==> src/hdl/ppcm_pkg.sv <==
`timescale 1ns / 1ps

package ppcm_pkg;

  typedef enum logic [1:0] {
    REQ_WRITE = 2'd0,
    REQ_START = 2'd1,
    REQ_TICK  = 2'd2,
    REQ_NOP   = 2'd3
  } req_t;

  typedef enum logic [3:0] {
    ST_IDLE,
    ST_REDUCE,
    ST_WRITE,
    ST_START,
    ST_RD,
    ST_ACC,
    ST_SCALE_GO,
    ST_SCALE_WAIT,
    ST_DONE
  } state_t;

  localparam logic [7:0] SAMPLE_CENTER = 8'h80;
  localparam logic [7:0] SAMPLE_CLIP   = 8'hFE;
  localparam logic [7:0] SAMPLE_FLOOR  = 8'h00;

  // Ceiling sits this far above the center, two short of the floor's distance below it
  localparam logic [7:0] CLIP_UP_SPAN  = SAMPLE_CLIP - SAMPLE_CENTER;

endpackage

==> src/hdl/ppcm_scale.sv <==
`timescale 1ns / 1ps

module ppcm_scale #(
  parameter int SUM_W      = 11,
  parameter int VOLUME_MAX = 8
) (
  input  logic                    clk,
  input  logic                    rst,
  input  logic                    start,
  input  logic signed [SUM_W-1:0] sum,
  input  logic [7:0]              volume,
  output logic                    valid,
  output logic [7:0]              sample
);
  import ppcm_pkg::*;

  localparam int PROD_W = SUM_W + 9;
  localparam int MAG_W  = PROD_W - 1;
  localparam int L      = $clog2(VOLUME_MAX);
  localparam int SHIFT  = MAG_W + L;
  localparam int RW     = MAG_W + 2;
  localparam int QP_W   = MAG_W + RW;
  // ceil(2^SHIFT / VOLUME_MAX): exact floor division for any MAG_W-bit magnitude
  localparam longint unsigned RECIP = ((64'd1 << SHIFT) + VOLUME_MAX - 1) / VOLUME_MAX;
  localparam logic [RW-1:0] RECIP_V = RW'(RECIP);

  logic signed [PROD_W-1:0] prod;
  logic                     neg;
  logic [MAG_W-1:0]         quo;
  logic [MAG_W-1:0]         mag;
  logic [QP_W-1:0]          quo_full;
  logic                     v1;
  logic                     v2;

  assign mag      = prod[PROD_W-1] ? MAG_W'(-prod) : MAG_W'(prod);
  assign quo_full = QP_W'(mag) * QP_W'(RECIP_V);

  always_ff @(posedge clk) begin
    if (rst) begin
      v1    <= 1'b0;
      v2    <= 1'b0;
      valid <= 1'b0;
    end else begin
      v1    <= start;
      v2    <= v1;
      valid <= v2;
    end
  end

  always_ff @(posedge clk) begin
    prod <= sum * $signed({1'b0, volume});
    neg  <= prod[PROD_W-1];
    quo  <= MAG_W'(quo_full >> SHIFT);
    if (neg) begin
      sample <= (quo >= MAG_W'(SAMPLE_CENTER)) ? SAMPLE_FLOOR
                                               : 8'(MAG_W'(SAMPLE_CENTER) - quo);
    end else begin
      sample <= (quo >= MAG_W'(CLIP_UP_SPAN)) ? SAMPLE_CLIP
                                              : 8'(MAG_W'(SAMPLE_CENTER) + quo);
    end
  end

endmodule

==> config.mk <==
export PLATFORM = sky130hd
export DESIGN_NAME = ppcm_scale
export DESIGN_NICKNAME = d
export VERILOG_FILES = /design/src/hdl/ppcm_pkg.sv /design/src/hdl/ppcm_scale.sv
export SDC_FILE = /design/constraint.sdc
export NUM_CORES = 1
export LEC_CHECK = 0
export BUFFER_PORTS_ARGS = -buffer_cell sky130_fd_sc_hd__buf_2
export CAP_MARGIN = 20
export CELL_PAD_IN_SITES_DETAIL_PLACEMENT = 1
export CELL_PAD_IN_SITES_GLOBAL_PLACEMENT = 1
export CORE_UTILIZATION = 44
export DETAILED_ROUTE_END_ITERATION = 10
export PLACE_DENSITY = 0.77
export REMOVE_ABC_BUFFERS = 1
export SYNTH_ARGS = -nofsm -noshare
export SYNTH_HDL_FRONTEND = slang
export SYNTH_SLANG_ARGS = --single-unit
==> constraint.sdc <==
create_clock -name clk -period 5.5 [get_ports clk]
set_input_delay 1.1 -clock clk [delete_from_list [all_inputs] [get_ports clk]]
set_output_delay 1.1 -clock clk [all_outputs]
set_load 0.01 [all_outputs]
==> impl_results.md, run 1 <==
* Status: complete, no violations
* Hold Path Class: reg2reg
* Overall die height at 108 um
* Worst IR drop on VDD at 206 uV
* Top cells by area, synth: fa_1 29%, dfxtp_1 19%, ha_1 10%, inv_1 9.4%, and2_1 6.0%
* Hold worst-path end: valid$_SDFF_PP0_
* Hold Buf Count CTS at 0
* YS warnings at 0
* Pwr Density at 526 nW/um^2
* Detailed Route WL at 10300 um
* Sinks on Clock Net at 48
* CP Class: in2reg
* CP bufs+invs at 6
* Share of post-route cells with drive strength above 1 at 8.56%
* IO Pins at 31
* Top delay family on crit path: adder cells
* Hold path depth at 1
* Syn_area_per_cell at 8.98 sq um
* Number of synthesized register bits at 48
* Critical Path Stages at 17
* Routability cong. at 0.872
* Total GRT Usage at 19.2%
* Core area at 10900 sq um
* Global-route wire length before repair at 17700 um
* Most common cell after layout, fill and taps aside: inv_1
* I/O Buffers at 30
* DR iter-0 viols at 74
* Final net count at 718
* Top cell type's share of synthesized area at 29.0%
* Die width at 108 um
* Final hold violations at 0
* HP Start: v2$_SDFF_PP0_
* Simple-Gate Fraction of Synth Area at 16.8%
* Drt pass-1 iters at 4
* Startpoint types: input port
* Final core utilization at 49.7%
* Reg2reg end: quo[15]$_DFF_P_
* Arrival time worst endpoint at 5.34 ns
* Num CTS Buffers at 5
* Main combinational cell family by area after synthesis: adder cells
* Post-CTS Setup Bufs at 0
* Worst r2r path cells at 5
* Cells along the critical path: buf_2, nand2_1, inv_1, fa_1, inv_1, fa_1, inv_1, fa_1, inv_1, fa_1, inv_1, ha_1, nand4_1, a211oi_1, nor2_1, mux2_2, o311a_1
* Netlist cell types at 47
* Critical path's slowest cell: fa_1
* Clk_lat worst skew at 0.29 ns
* Clk buf depth at 2
* CP peak stage delay at 0.57 ns
* Routed len/inst at 14.2 um
* Fill cells at 1320
* Max transition margin at 61.4%
* Largest net degree at the start of global routing at 18
* Commonest non-fill, non-tap cells in the layout: 124 x inv_1, 72 x fa_1, 61 x nand2_1
* Post-Syn Area at 4970 sq um
* Initial Util at 45.5%
* Yosys top cell by area: fa_1
* Final Critical Period at 5.16 ns
* R2R setup slack at 3.25 ns
* CTS tree: done
* Max Slew Vio Count at 0
* Fin Setup TNS at 0 ns
* Inserted Diodes at 0
* Period utilization at 93.9%
* Max Fclk at 194 MHz
* Worst Clk Skew at 0.00550 ns
* Layout area overhead at 9.39%
* RSZ-0062 raised after global routing: no
* Top FF cell, synth: dfxtp_1
* Sequential area share after synthesis at 19.3%
* Resized Gates After CTS at 0
* Vias at 3580
* Final setup violation count at 0
* Adder-Cell Fraction of Synth Area at 39.3%
* Post-place setup slack at 0.0132 ns
* Full die area at 11700 sq um
* Cells after Synth at 554
* Post-synth EDFFs at 0
* Clk pin slew, worst setup/hold paths at 0.06 ns
* Max Cap Violations at 0
* DRC viols at 0
* Antenna violations before repair at 0
* Worst R2R Start: prod[3]$_DFF_P_
* Synth async-reset ratio at 0%
* DR vias/cell at 4.94
* H-tree depth at 2
* PnR worst setup slack at 0.336 ns
* Mux cell area share after synthesis at 0.428%
* Root buffer cell: clkbuf_16
* Compound-Gate Fraction of Synth Area at 8.10%
* Post-synthesis xor/xnor area fraction at 5.64%
* Num rows at 38
* Vias in the first global route at 3862
* Crit end category: register
* LEAKAGE at 2.70 nW
* Max FO, Critical Path at 11
* GRT overflow at 0
* DRT antenna net count at 0
* Most frequent cell on the critical path: inv_1
* Measured slew at the worst slew-check pin at 0.578 ns
* Final HPWL DP at 8940 um
* Worst EP required at 5.67 ns
==> how the worst max path moves through the flow <==
stage                            end  slack (ns)      start
floorplan           prod[18]$_DFF_P_        0.18    sum[10]
global placement    prod[18]$_DFF_P_        0.17  volume[2]
detailed placement  prod[15]$_DFF_P_        0.01  volume[0]
CTS                 prod[15]$_DFF_P_        0.31  volume[0]
global route        prod[15]$_DFF_P_        0.02  volume[0]
finish              prod[17]$_DFF_P_        0.34  volume[0]
==> cell type report <==
class,instances,area (sq um),area share [%]
tap,140,175,3.22
multi-input combinational,368,3500,64.3
sequential,48,961,17.7
clock buffer,5,125,2.30
timing repair buffer,36,195,3.59
inverter,124,465,8.56
clock inverter,3,18.8,0.345
==> per-stage QoR <==
| step | power, mW | cell area [sq um] | hold slack [ns] | std cells |
|---|---|---|---|---|
| global placement | 2.48 | 5290 | 0.426 | 716 |
| floorplan | 2.08 | 4920 | 0.413 | 540 |
| CTS | 2.90 | 5430 | 0.458 | 724 |
| global route | 3.19 | 5440 | 0.467 | 724 |
| detailed placement | 2.59 | 5290 | 0.430 | 716 |
| finish | 2.86 | 5440 | 0.453 | 724 |
==> flip-flops by register name, indices dropped and copies added, names as in the netlist <==
| signal | count |
|---|---|
| neg | 1 |
| prod | 20 |
| sample | 8 |
| v1 | 1 |
| valid | 1 |
| v2 | 1 |
| quo | 16 |
==> synth_stat cells, types with 5 or more instances <==
library cell	number
or3_1	7
o21ai_0	14
nor2_1	8
dfxtp_1	48
inv_1	124
nand3_1	5
xor2_1	5
and2_1	48
a21oi_1	13
ha_1	41
nand2_1	61
nor3_1	9
xnor2_1	27
fa_1	72
clkbuf_1	13
==> cell families (layout without fill, tap and decap cells) <==
group | after synthesis | in the layout
buf+inv | 138 | 168
compound gates | 61 | 61
xor+xnor | 32 | 32
simple gates | 160 | 160
fa+ha+maj | 113 | 113
flops | 48 | 48
mux | 2 | 2
==> report_power, final <==
part | switching (mW) | internal, mW | total (mW) | leakage, nW
clock | 0.129 | 0.168 | 0.297 | 0.0736
combinational | 1.02 | 0.872 | 1.89 | 2.22
sequential | 0.138 | 0.539 | 0.677 | 0.404
total | 1.28 | 1.58 | 2.86 | 2.70
==> routing by layer <==
metal | track usage, % | wire length (um)
met4 | 5.60 | 177
met3 | 1.63 | 163
met2 | 36.2 | 5290
met5 | 0 | 0
met1 | 23.2 | 4630
No activity file was read; power rests on OpenSTA's default activity.
==> run 2: changes to the inputs <==
SETUP_SLACK_MARGIN = 0.4   (was default)
==> impl_results.md, run 2 (synthesis gave the netlist of run 1 again) <==
* Final net count at 721 (+0.42%)
* DR iter-0 viols at 78 (+5.4%)
* Max Fclk at 202 MHz (+4.4%)
* Pwr Density at 539 nW/um^2 (+2.3%)
* Clk_lat worst skew at 0.29 ns (about the same)
* Drt pass-1 iters at 4 (unchanged)
* Global-route wire length before repair at 17700 um (about the same)
* CP Class: in2reg
* R2R setup slack at 3.25 ns (about the same)
* Register with the most flip-flops: prod
* Num rows at 38 (unchanged)
* RSZ-0062 raised after global routing: yes
* Vias at 3595 (+0.42%)
* Share of post-route cells with drive strength above 1 at 11.2% (+2.7 points)
* Layout Cells excl Fill at 727 (+0.41%)
* Final Critical Period at 4.95 ns (-0.218 ns)
* Placed cells at 716 (unchanged)
* Worst R2R Start: prod[3]$_DFF_P_
* Clk buf depth at 2 (unchanged)
* Max transition margin at 61.4% (-0.064 points)
* Final setup violation count at 0 (unchanged)
* Max reg flops at 20 (unchanged)
* LEAKAGE at 2.72 nW (+0.60%)
* Max Slew Vio Count at 0 (unchanged)
* H-tree depth at 2 (unchanged)
* Measured slew at the worst slew-check pin at 0.578 ns (+0.000960 ns)
* Antenna violations before repair at 0 (unchanged)
* Hold Path Class: reg2reg
* PnR worst setup slack at 0.554 ns (+0.218 ns)
* Die width at 108 um (unchanged)
* Max Cap Violations at 0 (unchanged)
* Commonest non-fill, non-tap cells in the layout: 122 x inv_1, 70 x fa_1, 60 x nand2_1
* Clk pin slew, worst setup/hold paths at 0.06 ns (about the same)
* Overall die height at 108 um (unchanged)
* Max FO, Critical Path at 8 (-3)
* Post-place setup slack at 0.0132 ns (unchanged)
* Status: complete, no violations
* DRT antenna net count at 0 (unchanged)
* Num CTS Buffers at 5 (unchanged)
* Total GRT Usage at 19.2% (unchanged)
* Routed len/inst at 14.3 um (+1.2%)
* DR vias/cell at 4.94 (about the same)
* GRT overflow at 0 (unchanged)
* CTS tree: done
* Worst EP required at 5.67 ns (about the same)
* Biggest regs: prod (20), quo (16), sample (8)
* Final HPWL DP at 8940 um (unchanged)
* Hold Buf Count CTS at 0 (unchanged)
* Worst IR drop on VDD at 207 uV (+0.10%)
* Period utilization at 89.9% (-4.0 points)
* Final core utilization at 50.5% (+0.77 points)
* Total Power at 2.97 mW (+3.9%)
* Critical Path Start: sum[10]
* HP Start: v2$_SDFF_PP0_
* Vias in the first global route at 3857 (-0.13%)
* Largest net degree at the start of global routing at 18 (unchanged)
* Final hold violations at 0 (unchanged)
* Inserted Diodes at 0 (unchanged)
* Worst Clk Skew at 0.00573 ns (+0.000237 ns)
* DRC viols at 0 (unchanged)
* Layout area overhead at 11.1%
* Full die area at 11700 sq um (unchanged)
* Routability cong. at 0.872 (unchanged)
* Fin Setup TNS at 0 ns (unchanged)
* Core area at 10900 sq um (unchanged)
* Detailed Route WL at 10400 um (+1.6%)
* Sinks on Clock Net at 48 (unchanged)
* Most common cell after layout, fill and taps aside: inv_1
* Arrival time worst endpoint at 5.12 ns (-0.22 ns)
* Initial Util at 45.5% (unchanged)
* IO Pins at 31 (unchanged)
* Startpoint types: input port
* Crit end category: register
* Root buffer cell: clkbuf_16
* I/O Buffers at 30 (unchanged)
==> run 2: report_power, final <==
group | total [mW] | internal (mW) | switching [mW]
clock | 0.297 | 0.168 | 0.130
sequential | 0.677 | 0.539 | 0.138
combinational | 2.00 | 0.933 | 1.07
==> run 2: routing by layer <==
metal / part of all wire (%) / global-route usage, % / up-vias
li1: - / - / 1773
met1: 45 / 23.2 / 1761
met2: 52 / 36.4 / 50
met3: 1.7 / 1.63 / 11
met4: 1.4 / 5.31 / 0
met5: 0 / 0 / -
==> run 2: worst max-delay path: stages <==
cell      delay (ns)
buf_2           0.14
and2_4          0.18
fa_2            0.60
inv_2           0.09
fa_1            0.54
inv_1           0.05
fa_1            0.48
inv_1           0.06
fa_1            0.53
inv_1           0.06
ha_4            0.30
o21ai_0         0.10
o211ai_1        0.23
a221oi_2        0.10
buf_4           0.16
nand2b_1        0.13
a211o_1         0.26
==> run 2: layout make-up <==
class	count	area, sq um
clock buffer	5	125
clock inverter	3	18.8
multi-input combinational	368	3560
tap	140	175
sequential	48	961
fill	1312	5410
timing repair buffer	39	220
inverter	124	465
==> run 2: final timing paths <==
kind / end / depth (start not counted)
worst max register to register: quo[15]$_DFF_P_ / 5
worst max-delay path: prod[18]$_DFF_P_ / 17
worst min register to register: valid$_SDFF_PP0_ / 1
worst min-delay path: valid$_SDFF_PP0_ / 1
==> run 2: what timing repair did <==
| action | in CTS | in global routing |
|---|---|---|
| setup buffers | 0 | 3 |
| pin swaps | 1 | 6 |
| resized for setup | 5 | 13 |
| endpoints found under the setup margin | 4 | 5 |
==> run 2: per-stage QoR <==
| stage | hold slack [ns] | area [sq um] |
|---|---|---|
| 3_5_place_dp | 0.430 | 5290 |
| 3_3_place_gp | 0.426 | 5290 |
| 2_1_floorplan | 0.413 | 4920 |
| 6_report | 0.453 | 5520 |
| 5_1_grt | 0.467 | 5520 |
| 4_1_cts | 0.458 | 5460 |
